===== config.mk =====
export PLATFORM = sky130hd
export DESIGN_NAME = prefixed_hex_decimal_text_to_number_top_flat
export DESIGN_NICKNAME = d
export VERILOG_FILES = /design/src/sv/phx_pkg.sv /design/src/sv/phx_if.sv /design/src/sv/phx_in_reg.sv /design/src/sv/phx_parse.sv /design/src/sv/prefixed_hex_decimal_text_to_number_top.sv /design/src/flat_wrapper.sv
export VERILOG_INCLUDE_DIRS = /design/src /design/src/sv
export SDC_FILE = /design/constraint.sdc
export NUM_CORES = 1
export LEC_CHECK = 0
export BUFFER_PORTS_ARGS = -buffer_cell sky130_fd_sc_hd__buf_2
export CAP_MARGIN = 20
export CORE_MARGIN = 2
export CORE_UTILIZATION = 55
export DETAILED_ROUTE_END_ITERATION = 7
export GPL_ROUTABILITY_DRIVEN = 1
export GPL_TIMING_DRIVEN = 0
export PLACE_DENSITY = 0.77
export SETUP_SLACK_MARGIN = 0.3
export SLEW_MARGIN = 15
export SYNTH_ARGS = -nofsm -noshare
export SYNTH_HDL_FRONTEND = slang
export SYNTH_HIERARCHICAL = 1
export SYNTH_SLANG_ARGS = --single-unit

===== constraint.sdc =====
create_clock -name clk -period 4.55 [get_ports clk]
set_clock_uncertainty 0.05 [all_clocks]
set_input_delay 0.455 -clock clk [delete_from_list [all_inputs] [get_ports clk]]
set_output_delay 0.455 -clock clk [all_outputs]
set_load 0.01 [all_outputs]

===== src/sv/assert_macros.svh =====
// ----------------------------------------------------------------------------
// assert_macros.svh
// shared concurrent assertion macros, sampled on clk, disabled in reset
// ----------------------------------------------------------------------------
`ifndef ASSERT_MACROS_SVH
`define ASSERT_MACROS_SVH

// same-cycle implication
`define ASSERT_IMPL(lbl, ante, cons) \
  lbl: assert property (@(posedge clk) disable iff (!rst_n) (ante) |-> (cons)) \
    else $error("assertion failed: lbl");

// next-cycle implication
`define ASSERT_NEXT(lbl, ante, cons) \
  lbl: assert property (@(posedge clk) disable iff (!rst_n) (ante) |=> (cons)) \
    else $error("assertion failed: lbl");

`endif


===== src/sv/phx_pkg.sv =====
// ----------------------------------------------------------------------------
// phx_pkg
// types, character codes and classifiers for the hex/decimal text parser
// ----------------------------------------------------------------------------
package phx_pkg;

  localparam int VALUE_BITS = 32;
  localparam int OUT_BITS   = 32;

  typedef logic [VALUE_BITS-1:0] value_t;
  typedef logic [7:0]            char_t;

  localparam char_t CH_SPACE = 8'h20;
  localparam char_t CH_FF    = 8'h0C;
  localparam char_t CH_LF    = 8'h0A;
  localparam char_t CH_CR    = 8'h0D;
  localparam char_t CH_TAB   = 8'h09;
  localparam char_t CH_VT    = 8'h0B;
  localparam char_t CH_ZERO  = 8'h30;
  localparam char_t CH_NINE  = 8'h39;
  localparam char_t CH_DOLLAR = 8'h24;
  localparam char_t CH_PCT   = 8'h25;
  localparam char_t CH_STAR  = 8'h2A;
  localparam char_t CH_LPAR  = 8'h28;
  localparam char_t CH_AT    = 8'h40;
  localparam char_t CH_HASH  = 8'h23;
  localparam char_t CH_UX    = 8'h58;
  localparam char_t CH_LX    = 8'h78;
  localparam char_t CH_UA    = 8'h41;
  localparam char_t CH_UF    = 8'h46;
  localparam char_t CH_LA    = 8'h61;
  localparam char_t CH_LF_HEX = 8'h66;
  localparam logic [3:0] TEN = 4'd10;

  typedef enum logic [5:0] {
    PH_SKIP     = 6'b000001,
    PH_HEXSKIP  = 6'b000010,
    PH_HEX      = 6'b000100,
    PH_DEC      = 6'b001000,
    PH_DONE_DEC = 6'b010000,
    PH_DONE_HEX = 6'b100000
  } phase_t;

  typedef struct packed {
    logic [7:0] char_code;
    logic       char_present;
    logic       last_char;
  } item_t;

  typedef struct packed {
    logic in_skip;
    logic prev_zero;
    logic acc_zero;
  } stat_t;

  function automatic logic is_filler(input char_t c);
    return (c == CH_SPACE) || (c == CH_FF) || (c == CH_LF) || (c == CH_CR) ||
           (c == CH_TAB) || (c == CH_VT) || (c == CH_ZERO) || (c == CH_DOLLAR) ||
           (c == CH_PCT) || (c == CH_STAR) || (c == CH_LPAR) || (c == CH_AT) ||
           (c == CH_HASH);
  endfunction

  function automatic logic is_dec(input char_t c);
    return (c >= CH_ZERO) && (c <= CH_NINE);
  endfunction

  // bit 4 set means not a hex digit
  function automatic logic [4:0] hex_val(input char_t c);
    logic [4:0] v;
    v = 5'h10;
    if ((c >= CH_ZERO) && (c <= CH_NINE)) begin
      v = {1'b0, 4'(c - CH_ZERO)};
    end else if ((c >= CH_UA) && (c <= CH_UF)) begin
      v = {1'b0, 4'(c - CH_UA) + TEN};
    end else if ((c >= CH_LA) && (c <= CH_LF_HEX)) begin
      v = {1'b0, 4'(c - CH_LA) + TEN};
    end
    return v;
  endfunction

endpackage


===== src/sv/phx_if.sv =====
// ----------------------------------------------------------------------------
// phx_if
// valid/ready channels for text bytes in and parsed numbers out
// ----------------------------------------------------------------------------
interface phx_in_if;
  logic       valid;
  logic       ready;
  logic [7:0] char_code;
  logic       char_present;
  logic       last_char;

  modport source (output valid, output char_code, output char_present,
                  output last_char, input ready);
  modport sink   (input valid, input char_code, input char_present,
                  input last_char, output ready);
endinterface

interface phx_out_if;
  logic        valid;
  logic        ready;
  logic [31:0] parsed_value;
  logic        was_hex;

  modport source (output valid, output parsed_value, output was_hex, input ready);
  modport sink   (input valid, input parsed_value, input was_hex, output ready);
endinterface


===== src/sv/phx_in_reg.sv =====
// ----------------------------------------------------------------------------
// phx_in_reg
// input register stage, refills in the same cycle it is drained
// ----------------------------------------------------------------------------
module phx_in_reg (
  input  logic           clk,
  input  logic           rst_n,
  phx_in_if.sink         in_ch,
  input  logic           s1_take,
  output logic           s1_valid,
  output phx_pkg::item_t s1_item
);

  logic           valid_r;
  phx_pkg::item_t item_r;

  assign in_ch.ready = !valid_r || s1_take;
  assign s1_valid    = valid_r;
  assign s1_item     = item_r;

  always_ff @(posedge clk) begin
    if (!rst_n) begin
      valid_r <= 1'b0;
    end else if (in_ch.ready) begin
      valid_r <= in_ch.valid;
    end
  end

  always_ff @(posedge clk) begin
    if (in_ch.ready && in_ch.valid) begin
      item_r.char_code    <= in_ch.char_code;
      item_r.char_present <= in_ch.char_present;
      item_r.last_char    <= in_ch.last_char;
    end
  end

endmodule


===== src/sv/phx_parse.sv =====
// ----------------------------------------------------------------------------
// phx_parse
// parse state update per byte and result register
// ----------------------------------------------------------------------------
module phx_parse (
  input  logic           clk,
  input  logic           rst_n,
  input  logic           s1_valid,
  input  phx_pkg::item_t s1_item,
  output logic           s1_take,
  output phx_pkg::stat_t stat,
  phx_out_if.source      out_ch
);

  phx_pkg::phase_t phase_r, phase_nxt;
  logic            prev_zero_r, prev_zero_nxt;
  phx_pkg::value_t acc_r, acc_nxt;
  logic            out_valid_r;
  logic [31:0]     value_r;
  logic            hex_r;

  phx_pkg::char_t  c;
  logic            filler;
  logic            dec;
  logic [4:0]      hv;
  logic            hex_mode;
  phx_pkg::value_t acc_x10;
  phx_pkg::value_t acc_x16;
  logic            out_free;

  assign c        = s1_item.char_code;
  assign filler   = phx_pkg::is_filler(c);
  assign dec      = phx_pkg::is_dec(c);
  assign hv       = phx_pkg::hex_val(c);
  assign acc_x10  = (acc_r << 3) + (acc_r << 1) + phx_pkg::VALUE_BITS'(hv[3:0]);
  assign acc_x16  = (acc_r << 4) | phx_pkg::VALUE_BITS'(hv[3:0]);
  assign out_free = !out_valid_r || out_ch.ready;
  assign s1_take  = s1_valid && (!s1_item.last_char || out_free);

  // next parse state for a present byte
  always_comb begin
    phase_nxt     = phase_r;
    prev_zero_nxt = prev_zero_r;
    acc_nxt       = acc_r;
    if (s1_item.char_present) begin
      case (phase_r)
        phx_pkg::PH_SKIP: begin
          if (filler) begin
            prev_zero_nxt = (c == phx_pkg::CH_ZERO);
          end else if (prev_zero_r && ((c == phx_pkg::CH_UX) || (c == phx_pkg::CH_LX))) begin
            phase_nxt = phx_pkg::PH_HEXSKIP;
          end else if (dec) begin
            acc_nxt   = phx_pkg::VALUE_BITS'(hv[3:0]);
            phase_nxt = phx_pkg::PH_DEC;
          end else begin
            phase_nxt = phx_pkg::PH_DONE_DEC;
          end
        end
        phx_pkg::PH_HEXSKIP: begin
          if (!filler) begin
            if (!hv[4]) begin
              acc_nxt   = phx_pkg::VALUE_BITS'(hv[3:0]);
              phase_nxt = phx_pkg::PH_HEX;
            end else begin
              phase_nxt = phx_pkg::PH_DONE_HEX;
            end
          end
        end
        phx_pkg::PH_HEX: begin
          if (!hv[4]) begin
            acc_nxt = acc_x16;
          end else begin
            phase_nxt = phx_pkg::PH_DONE_HEX;
          end
        end
        phx_pkg::PH_DEC: begin
          if (dec) begin
            acc_nxt = acc_x10;
          end else begin
            phase_nxt = phx_pkg::PH_DONE_DEC;
          end
        end
        default: begin
        end
      endcase
    end
  end

  assign hex_mode = (phase_nxt == phx_pkg::PH_HEXSKIP) || (phase_nxt == phx_pkg::PH_HEX) ||
                    (phase_nxt == phx_pkg::PH_DONE_HEX);

  always_ff @(posedge clk) begin
    if (!rst_n) begin
      phase_r     <= phx_pkg::PH_SKIP;
      prev_zero_r <= 1'b0;
      acc_r       <= '0;
    end else if (s1_take) begin
      if (s1_item.last_char) begin
        phase_r     <= phx_pkg::PH_SKIP;
        prev_zero_r <= 1'b0;
        acc_r       <= '0;
      end else begin
        phase_r     <= phase_nxt;
        prev_zero_r <= prev_zero_nxt;
        acc_r       <= acc_nxt;
      end
    end
  end

  // result register
  always_ff @(posedge clk) begin
    if (!rst_n) begin
      out_valid_r <= 1'b0;
    end else if (s1_take && s1_item.last_char) begin
      out_valid_r <= 1'b1;
    end else if (out_ch.ready) begin
      out_valid_r <= 1'b0;
    end
  end

  always_ff @(posedge clk) begin
    if (s1_take && s1_item.last_char) begin
      value_r <= phx_pkg::OUT_BITS'(64'(acc_nxt));
      hex_r   <= hex_mode;
    end
  end

  assign out_ch.valid        = out_valid_r;
  assign out_ch.parsed_value = value_r;
  assign out_ch.was_hex      = hex_r;

  assign stat.in_skip   = (phase_r == phx_pkg::PH_SKIP);
  assign stat.prev_zero = prev_zero_r;
  assign stat.acc_zero  = (acc_r == '0);

endmodule


===== src/sv/prefixed_hex_decimal_text_to_number_top.sv =====
// ----------------------------------------------------------------------------
// prefixed_hex_decimal_text_to_number_top: text bytes to unsigned number
// one byte per cycle unless a last byte waits for the held result to go;
// rate set by the x10/x16 shift-add in phx_parse; input and result registered
// synchronous active-low reset clears parse state and both valid flags
// ----------------------------------------------------------------------------
`include "assert_macros.svh"

module prefixed_hex_decimal_text_to_number_top (
  input  logic      clk,
  input  logic      rst_n,
  phx_in_if.sink    in_ch,
  phx_out_if.source out_ch
);

  logic           s1_take;
  logic           s1_valid;
  phx_pkg::item_t s1_item;
  phx_pkg::stat_t stat;

  phx_in_reg u_in_reg (
    .clk      (clk),
    .rst_n    (rst_n),
    .in_ch    (in_ch),
    .s1_take  (s1_take),
    .s1_valid (s1_valid),
    .s1_item  (s1_item)
  );

  phx_parse u_parse (
    .clk      (clk),
    .rst_n    (rst_n),
    .s1_valid (s1_valid),
    .s1_item  (s1_item),
    .s1_take  (s1_take),
    .stat     (stat),
    .out_ch   (out_ch)
  );

  // bytes that are not last never stall
  `ASSERT_IMPL(a_mid_no_stall, s1_valid && !s1_item.last_char, s1_take)
  // a taken last byte always shows up as a result
  `ASSERT_NEXT(a_last_gives_result, s1_take && s1_item.last_char, out_ch.valid)
  // parse state is back at its reset value after the last byte
  `ASSERT_NEXT(a_last_resets, s1_take && s1_item.last_char,
               stat.in_skip && stat.acc_zero && !stat.prev_zero)

endmodule


===== src/flat_wrapper.sv =====
// flat-port wrapper written by rule: the top's interface ports become plain ports
module prefixed_hex_decimal_text_to_number_top_flat 
  (clk, rst_n, in_ch_valid, in_ch_char_code, in_ch_char_present, in_ch_last_char, in_ch_ready, out_ch_valid, out_ch_parsed_value, out_ch_was_hex, out_ch_ready);
  phx_in_if in_ch_i ();
  phx_out_if out_ch_i ();
  input  logic clk;
  input  logic rst_n;
  input wire logic [$bits(in_ch_i.valid)-1:0] in_ch_valid;
  input wire logic [$bits(in_ch_i.char_code)-1:0] in_ch_char_code;
  input wire logic [$bits(in_ch_i.char_present)-1:0] in_ch_char_present;
  input wire logic [$bits(in_ch_i.last_char)-1:0] in_ch_last_char;
  output wire logic [$bits(in_ch_i.ready)-1:0] in_ch_ready;
  output wire logic [$bits(out_ch_i.valid)-1:0] out_ch_valid;
  output wire logic [$bits(out_ch_i.parsed_value)-1:0] out_ch_parsed_value;
  output wire logic [$bits(out_ch_i.was_hex)-1:0] out_ch_was_hex;
  input wire logic [$bits(out_ch_i.ready)-1:0] out_ch_ready;
  assign in_ch_i.valid = in_ch_valid;
  assign in_ch_i.char_code = in_ch_char_code;
  assign in_ch_i.char_present = in_ch_char_present;
  assign in_ch_i.last_char = in_ch_last_char;
  assign in_ch_ready = in_ch_i.ready;
  assign out_ch_valid = out_ch_i.valid;
  assign out_ch_parsed_value = out_ch_i.parsed_value;
  assign out_ch_was_hex = out_ch_i.was_hex;
  assign out_ch_i.ready = out_ch_ready;
  prefixed_hex_decimal_text_to_number_top u_core (.clk(clk), .rst_n(rst_n), .in_ch(in_ch_i), .out_ch(out_ch_i));
endmodule

**Word-level counts from Yosys, hierarchy flattened**

Cells that the tools add are included.

- Word-level logic and storage cells: 108
- Input bits: 14
- Output and inout port bits: 35
- Register bits after elaboration: 84

- Mux-type cells: 29
- Reductions and logical operators: 33
- Bitwise gates (word level): 1
- Order comparisons: 6
- Eq/ne operators: 22
- Add/subtract/negate cells: 7

Operator list:

| cell | count |
|---|---|
| 32-bit 2-to-1 mux | 9 |
| 32-bit one-hot mux with 4 select lines | 1 |
| 8-bit by 6-bit equality test with 1-bit output (second input constant) | 7 |
| 6-bit 2-to-1 mux | 7 |
| 8-bit by 4-bit equality test with 1-bit output (second input constant) | 5 |
| 32-bit adder | 1 |
| 32-bit by 4-bit adder with 32-bit output | 1 |
| 32-bit by 4-bit bitwise OR with 32-bit output | 1 |
| 5-bit 2-to-1 mux | 5 |
| 8-bit by 7-bit equality test with 1-bit output (second input constant) | 3 |
| 6-bit one-hot mux with 4 select lines | 1 |
| 1-bit logical OR | 18 |
| 8-bit by 7-bit greater-or-equal comparator with 1-bit output (second input constant) | 2 |
| 8-bit by 7-bit less-or-equal comparator with 1-bit output (second input constant) | 2 |
| 6-bit by 2-bit equality test with 1-bit output (second input constant) | 2 |
| 6-bit by 3-bit equality test with 1-bit output (second input constant) | 2 |
| 4-bit by 1-bit subtractor with 4-bit output (second input constant) | 3 |
| 4-bit adder (second input constant) | 2 |
| 8-bit by 6-bit greater-or-equal comparator with 1-bit output (second input constant) | 1 |
| 8-bit by 6-bit less-or-equal comparator with 1-bit output (second input constant) | 1 |
| 2-bit nonzero test | 4 |
| 1-bit logical AND | 7 |
| 6-bit by 1-bit equality test with 1-bit output (second input constant) | 1 |
| 6-bit by 4-bit equality test with 1-bit output (second input constant) | 1 |
| other kinds (4) | 11 |

**Depth between registers and ports, before layout**

Gate-level depths: netlist of the first run.

- Depth after elaboration: 19
- Depth in mapped cells: 20
- Gate-level depth less buffers: 19

**Modules after synthesis**

The synthesis of the first run kept the hierarchy.

By module, submodules not included:

| module | area each (um^2) | times used | cells an instance | sequential area each (um^2) |
|---|---|---|---|---|
| phx_parse | 5776.8 | 1 | 656 | 1791.7 |
| phx_in_reg | 357.8 | 1 | 15 | 320.3 |

**Worst setup path after synthesis of the first run**

No wires, ideal clock.

- Path kind: register -> register
- Start: register u_core.u_in_reg.item_r, in the netlist u_core/u_in_reg/s1_item[3]
- End: register u_core.u_parse.value_r[31], in the netlist u_core/u_parse/out_ch.parsed_value[31] (data pin)
- Library setup time: 0.271 ns
- Required time: 4.229 ns
- Cell stages (with the launch flop): 17
- Buffers on the path: 1
- Arrival time: 4.028 ns
- Path slack: 0.200 ns
- Period minus slack after synthesis: 4.350 ns
- Cells stage by stage: edfxtp_1 > inv_1 > ha_1 > o21ba_2 > o21ai_1 > clkbuf_1 > o21ai_0 > fa_1 > ha_1 > a211oi_1 > nor2_1 > a2111oi_2 > or3_1 > a21oi_1 > nor4bb_1 > mux2i_1 > o211ai_1

- Cells in the longest elaborated chain, start to end: 16
- Elaborated cells between the ends (all ways): 56
- Those cells by class: add/sub (6); order compare (6); eq/ne (15); mux (12); reduce/logical (17)

Ends and longest elaborated chain:

| item | line | RTL |
|---|---|---|
| from (decl) | phx_in_reg.sv:15 | `phx_pkg::item_t item_r;` |
| parallel branches: the longest is 14 deep, another holds 32-bit by 4-bit adder with 32-bit output | -- |  |
| 32-bit one-hot mux with 4 select lines * | phx_parse.sv:46 | `case (phase_r)` |
| 32-bit 2-to-1 mux * | phx_parse.sv:45 | `if (s1_item.char_present) begin` |
| named net u_core.u_parse.acc_nxt[31] | phx_parse.sv:17 | `phx_pkg::value_t acc_r, acc_nxt;` |
| to (signal assigned) | phx_parse.sv:123 | `value_r <= phx_pkg::OUT_BITS'(64'(acc_nxt));` |
| to (decl) | phx_parse.sv:19 | `logic [31:0] value_r;` |

Mark *: on every way through the listed nets, which the timed path passes.
A chain may end at the register's enable or synchronous reset.

**Worst setup path in the final report of the first run**

- Start: register u_core.u_in_reg.item_r, in the netlist u_core/u_in_reg/s1_item[2]
- End: register u_core.u_parse.value_r[28], in the netlist u_core/u_parse/out_ch.parsed_value[28] (data pin)

Same word-level chain as after synthesis.

==> results.json, run 1 <==
{
  "grt_pass1_wl_um": 26850,
  "syn-cell-area_mm2": 0.006061,
  "cts.sinks": 84,
  "syn_nets": 738,
  "required_ps": 4610,
  "status": "complete, no violations",
  "grt_start_max_net_pins": 35,
  "vias_per_cell": 6.380,
  "die-area_mm2": 0.01188,
  "wirelength_um": 17490,
  "gp_congestion": 1.006,
  "fin_tns_setup_ps": 0,
  "max_clock_freq_mhz": 226.7,
  "antenna_cells": 0,
  "tightest_slew_ps": 826.9,
  "synthCells": 659,
  "final-setup-viol-count": 0,
  "use_met2": 0.4814,
  "p_total_mw": 1.546,
  "drive_gt1_frac": 0.2130,
  "cts_hold_buf": 0,
  "cellPowerDensity_mw_per_mm2": 215.6,
  "avgSynthCellArea_um2": 9.197,
  "min_path_type": "primary input to flop",
  "core_mm2": 0.01079,
  "maxCapViolations": 0,
  "critPathArrivalTime_ps": 4470,
  "clkLatencyLatePin_ps": 380,
  "drc": 0,
  "grt-ovfl-total": 0,
  "rows": 38,
  "cts_tree": "yes",
  "io_pins": 49,
  "grt_use_total": 0.2958,
  "hold_viol_final": 0,
  "holdWs_ps": 191.8,
  "layout_commonest_cell": "nand2_1",
  "area_growth_pct": 18.27,
  "cp-end-kind": "flop",
  "slew_headroom": 0.4479,
  "detail-route-antenna-nets": 0,
  "die_y_um": 109.0,
  "dp_hpwl_um": 12120,
  "grtUsageMet3": 0.04543,
  "initial_core_util": 0.5616,
  "port_buffers": 48,
  "vias": 5685,
  "dr.pass1.iters": 5,
  "worstReg2RegStart": "u_core/u_in_reg/s1_item[2]$_DFFE_PP_",
  "chipWidth_um": 109.0,
  "slew_violations": 0,
  "critical_path_class": "flop to flop",
  "start_kind": "flop",
  "crit_start": "u_core/u_in_reg/s1_item[2]$_DFFE_PP_",
  "final_cell_mix": "nand2_1, ha_1, buf_2",
  "htree_levels": 3,
  "cellLeakagePower_nw": 2.993,
  "post-route-util": 0.6642,
  "cts.reportedPaths.clkPinSlew_ps": 80,
  "dr.first_iter.drc_count": 406,
  "antenna_found_initial": 0,
  "worstHoldStart": "in_ch_last_char",
  "root_buffer": "clkbuf_8",
  "clock_path_buffers": 2,
  "timing.final.crit_share": 0.9697,
  "grt_pass1_vias": 5301,
  "cts_buffers": 9,
  "yosys_warnings": 6,
  "vdd_drop_max_v": 0.0001843,
  "worstPathMaxFanout": 5,
  "period_minus_slack_ps": 4412,
  "nNetsFinal": 825,
  "use_met1": 0.3817,
  "rsz0062_at_grt": "true",
  "post_drt_wl_per_cell_um": 19.63,
  "grt-busiest-layer": "met2",
  "final.fill_count": 901
}
flip-flops by register name, summed over array words and instances (netlist names):
| register | flops |
|---|---|
| u_core/u_parse/phase_r | 6 |
| u_core/u_in_reg/s1_valid | 1 |
| u_core/u_parse/out_ch.was_hex | 1 |
| u_core/u_parse/acc_r | 32 |
| u_core/u_parse/out_ch.valid | 1 |
| u_core/u_in_reg/s1_item | 10 |
| u_core/u_parse/prev_zero_r | 1 |
| u_core/u_parse/out_ch.parsed_value | 32 |
where the power goes:
group | internal (mW) | switching [mW] | total (mW)
sequential | 0.814 | 0.0111 | 0.825
clock | 0.265 | 0.282 | 0.547
combinational | 0.0621 | 0.111 | 0.174
critical path: stages, from the launching register on:
cell	delay (ps)
edfxtp_1	430
inv_2	70
ha_4	160
o21ba_4	230
o21ai_4	160
buf_8	140
nand2_2	60
xor2_2	180
nor2_4	70
ha_4	270
ha_4	140
inv_2	40
fa_2	370
nand2b_4	170
a211oi_4	250
o21ai_1	90
o211ai_1	230
a311oi_2	240
o41ai_2	440
xnor2_1	230
o21ai_1	120
per-layer routing:
metal	vias to the layer above	part of all wire
li1	2698	-
met1	2710	0.43
met2	219	0.47
met3	58	0.060
met4	0	0.035
met5	-	0
path summary, 6_finish.rpt:
kind	depth (start not counted)	slack, ps	end
max	20	140	u_core/u_parse/out_ch.parsed_value[28]$_DFFE_PP_
min	1	190	u_core/u_in_reg/s1_item[0]$_DFFE_PP_
max reg2reg	20	140	u_core/u_parse/out_ch.parsed_value[28]$_DFFE_PP_
min reg2reg	2	440	u_core/u_parse/prev_zero_r$_SDFFE_PN0P_
layout make-up:
| type | count | area, um2 | area share |
|---|---|---|---|
| Clock inverter | 5 | 51.30 | 0.007157 |
| Buffer | 26 | 135.1 | 0.01885 |
| Inverter | 20 | 75.07 | 0.01047 |
| Timing Repair Buffer | 76 | 454.2 | 0.06336 |
| Clock buffer | 11 | 141.4 | 0.01972 |
| Sequential cell | 84 | 2112 | 0.2946 |
| Tap cell | 140 | 175.2 | 0.02444 |
| Multi-Input combinational cell | 529 | 4024 | 0.5614 |
repair_timing:
action | 4_1_cts | 5_1_grt
pin swaps | 13 | 24
gates resized for setup | 26 | 30
setup buffers | 17 | 11
setup endpoints to repair | 42 | 32
hold endpoints to repair | 0 | 0
cloned | 0 | 0
per-stage QoR:
stage	area, um2	worst slack [ps]	cells
after floorplan	6093	317.2	659
after global placement	6509	-484.5	847
after detailed placement	6509	-502.8	847
after CTS	6939	302.7	880
after global routing	7168	75.40	891
final	7168	137.9	891
Power figures use the tool's default switching activity.
==> run 2, diff against run 1 <==
--- a/config.mk
+++ b/config.mk
@@ -6,14 +6,14 @@
 export SDC_FILE = /design/constraint.sdc
 export NUM_CORES = 1
 export LEC_CHECK = 0
-export BUFFER_PORTS_ARGS = -buffer_cell sky130_fd_sc_hd__buf_2
+export BUFFER_PORTS_ARGS = -buffer_cell sky130_fd_sc_hd__clkbuf_2
 export CAP_MARGIN = 20
 export CORE_MARGIN = 2
 export CORE_UTILIZATION = 55
 export DETAILED_ROUTE_END_ITERATION = 7
 export GPL_ROUTABILITY_DRIVEN = 1
 export GPL_TIMING_DRIVEN = 0
-export PLACE_DENSITY = 0.77
+export PLACE_DENSITY = 0.74
 export SETUP_SLACK_MARGIN = 0.3
 export SLEW_MARGIN = 15
 export SYNTH_ARGS = -nofsm -noshare
==> constraint.sdc (replaced) <==
create_clock -name clk -period 4.36 [get_ports clk]
set_clock_uncertainty 0.05 [all_clocks]
set_input_delay 0.436 -clock clk [delete_from_list [all_inputs] [get_ports clk]]
set_output_delay 0.436 -clock clk [all_outputs]
set_load 0.01 [all_outputs]
==> results.json, run 2 (same netlist as run 1, synthesis figures left out) <==
{
  "status": "complete, no violations",
  "dr.pass1.iters": 5,
  "vdd_drop_max_v": 0.0002470,
  "slew_headroom": 0.3914,
  "antenna_cells": 0,
  "r2r_end": "u_core/u_parse/acc_r[28]$_SDFFE_PN0P_",
  "start_kind": "flop",
  "fin_tns_setup_ps": 0,
  "htree_levels": 3,
  "cts_tree": "yes",
  "final-setup-viol-count": 0,
  "min_path_cells": 1,
  "drc": 0,
  "period_minus_slack_ps": 4155,
  "p_total_mw": 1.663,
  "chipWidth_um": 109.0,
  "final.fill_count": 796,
  "cts.sinks": 84,
  "die-area_mm2": 0.01188,
  "tightest_slew_ps": 909.5,
  "grt-busiest-layer": "met2",
  "timing.final.crit_share": 0.9529,
  "vias": 5839,
  "r2r_slack_ps": 210,
  "grt_pass1_wl_um": 28790,
  "port_buffers": 48,
  "grtUsageMet3": 0.06515,
  "rsz0062_at_grt": "true",
  "worstReg2RegStart": "u_core/u_in_reg/s1_item[2]$_DFFE_PP_",
  "multi_input_area_mm2": 0.004240,
  "clock_path_buffers": 2,
  "reg2regPathDepth": 21,
  "cts_buffers": 9,
  "cellPowerDensity_mw_per_mm2": 215.8,
  "grt_start_max_net_pins": 19,
  "core_mm2": 0.01079,
  "post_drt_wl_per_cell_um": 19.96,
  "grt-ovfl-total": 0,
  "rows": 38,
  "wirelength_um": 18350,
  "dp_cells": 848,
  "nNetsFinal": 853,
  "detail-route-antenna-nets": 0,
  "critPathArrivalTime_ps": 4360,
  "grt_pass1_vias": 5629,
  "antenna_found_initial": 0,
  "critical_path_class": "flop to flop",
  "hold_viol_final": 0,
  "holdWs_ps": 161.3,
  "io_pins": 49,
  "worstHoldStart": "in_ch_char_code[0]",
  "gp_congestion": 0.9391,
  "area_growth_pct": 27.11,
  "dp_hpwl_um": 12300,
  "use_met2": 0.5146,
  "grt_use_total": 0.3166,
  "cp-end-kind": "flop",
  "clkLatencyLatePin_ps": 390,
  "dr.first_iter.drc_count": 495,
  "slew_violations": 0,
  "final-seq-area_mm2": 0.002112,
  "required_ps": 4570,
  "root_buffer": "clkbuf_8",
  "max_clock_freq_mhz": 240.7,
  "final_cell_mix": "nand2_1, ha_1, clkbuf_2",
  "pre_cts_ws_ps": -559.3,
  "worstPathMaxFanout": 4,
  "setup_ws_ps": 205.2,
  "initial_core_util": 0.5616,
  "maxCapViolations": 0,
  "stdcell_count": 919,
  "min_path_type": "primary input to flop",
  "drive_gt1_frac": 0.2683,
  "hold_end": "u_core/u_in_reg/s1_item[2]$_DFFE_PP_",
  "layout_commonest_cell": "nand2_1",
  "vias_per_cell": 6.354,
  "cts.reportedPaths.clkPinSlew_ps": 90,
  "use_met1": 0.4016,
  "die_y_um": 109.0,
  "cellLeakagePower_nw": 3.256
}
run 2: cell types whose count changed in the layout (fill, tap and decap cells not counted), sizes merged:
| cell | change |
|---|---|
| buf | -20 |
| clkinvlp | -1 |
| clkbuf | +49 |
run 2: final cells by class:
cell class / instances / area share
multi-input cells: 529 / 0.5504
flip-flops and latches: 84 / 0.2742
repair buffers: 104 / 0.09859
well taps: 140 / 0.02274
clock buffers: 12 / 0.02030
plain buffers: 26 / 0.01754
inverters: 20 / 0.01007
clock inverters: 4 / 0.006172
run 2: repair_timing:
item                       in CTS  in global routing
pin swaps                      35                 23
setup buffers                  43                 12
setup endpoints to repair      44                 45
hold buffers                    0                  0
resized for setup              50                 54
run 2: metrics by stage:
step | instance area (um2) | utilization
floorplan | 6120 | -
CTS | 7360 | 0.6819
detailed placement | 6563 | 0.6080
global route | 7704 | 0.7138
global placement | 6535 | 0.6055
finish | 7704 | 0.7138
run 2: where the power goes:
group	switching, mW	internal, mW	total (mW)
Combinational	0.125	0.0814	0.206
Clock	0.297	0.298	0.595
Sequential	0.0123	0.849	0.861
run 2: how the worst max path moves through the flow:
stage,startpoint,end,slack (ps)
4_1_cts,u_core/u_in_reg/s1_item[2]$_DFFE_PP_,u_core/u_parse/out_ch.parsed_value[31]$_DFFE_PP_,160
3_3_place_gp,u_core/u_in_reg/s1_item[3]$_DFFE_PP_,u_core/u_parse/out_ch.parsed_value[31]$_DFFE_PP_,-560
5_1_grt,u_core/u_in_reg/s1_item[3]$_DFFE_PP_,u_core/u_parse/out_ch.parsed_value[31]$_DFFE_PP_,50
2_1_floorplan,u_core/u_in_reg/s1_item[3]$_DFFE_PP_,u_core/u_parse/out_ch.parsed_value[31]$_DFFE_PP_,270
6_report,u_core/u_in_reg/s1_item[2]$_DFFE_PP_,u_core/u_parse/acc_r[28]$_SDFFE_PN0P_,210
3_5_place_dp,u_core/u_in_reg/s1_item[3]$_DFFE_PP_,u_core/u_parse/out_ch.parsed_value[31]$_DFFE_PP_,-560
run 2: worst max-delay path, stage by stage (launching register included):
cell and delay, ps:
edfxtp_1 470, inv_2 110, ha_4 130, or3b_4 390, nand3_4 110, and2_4 150, buf_6 110, nor2_4 50
ha_4 270, ha_4 150, inv_4 40, fa_2 350, nand2b_4 160, a211oi_4 220, o21ai_1 100, o211ai_1 90
buf_4 200, a311oi_4 130, o41ai_2 260, xnor2_1 230, buf_4 170, o211ai_1 70
run 2: metal layers:
layer  wire [um]  vias up
li1            -     2749
met1        7791     2809
met2        8797      238
met3        1254       43
met4         504        0
met5           0        -
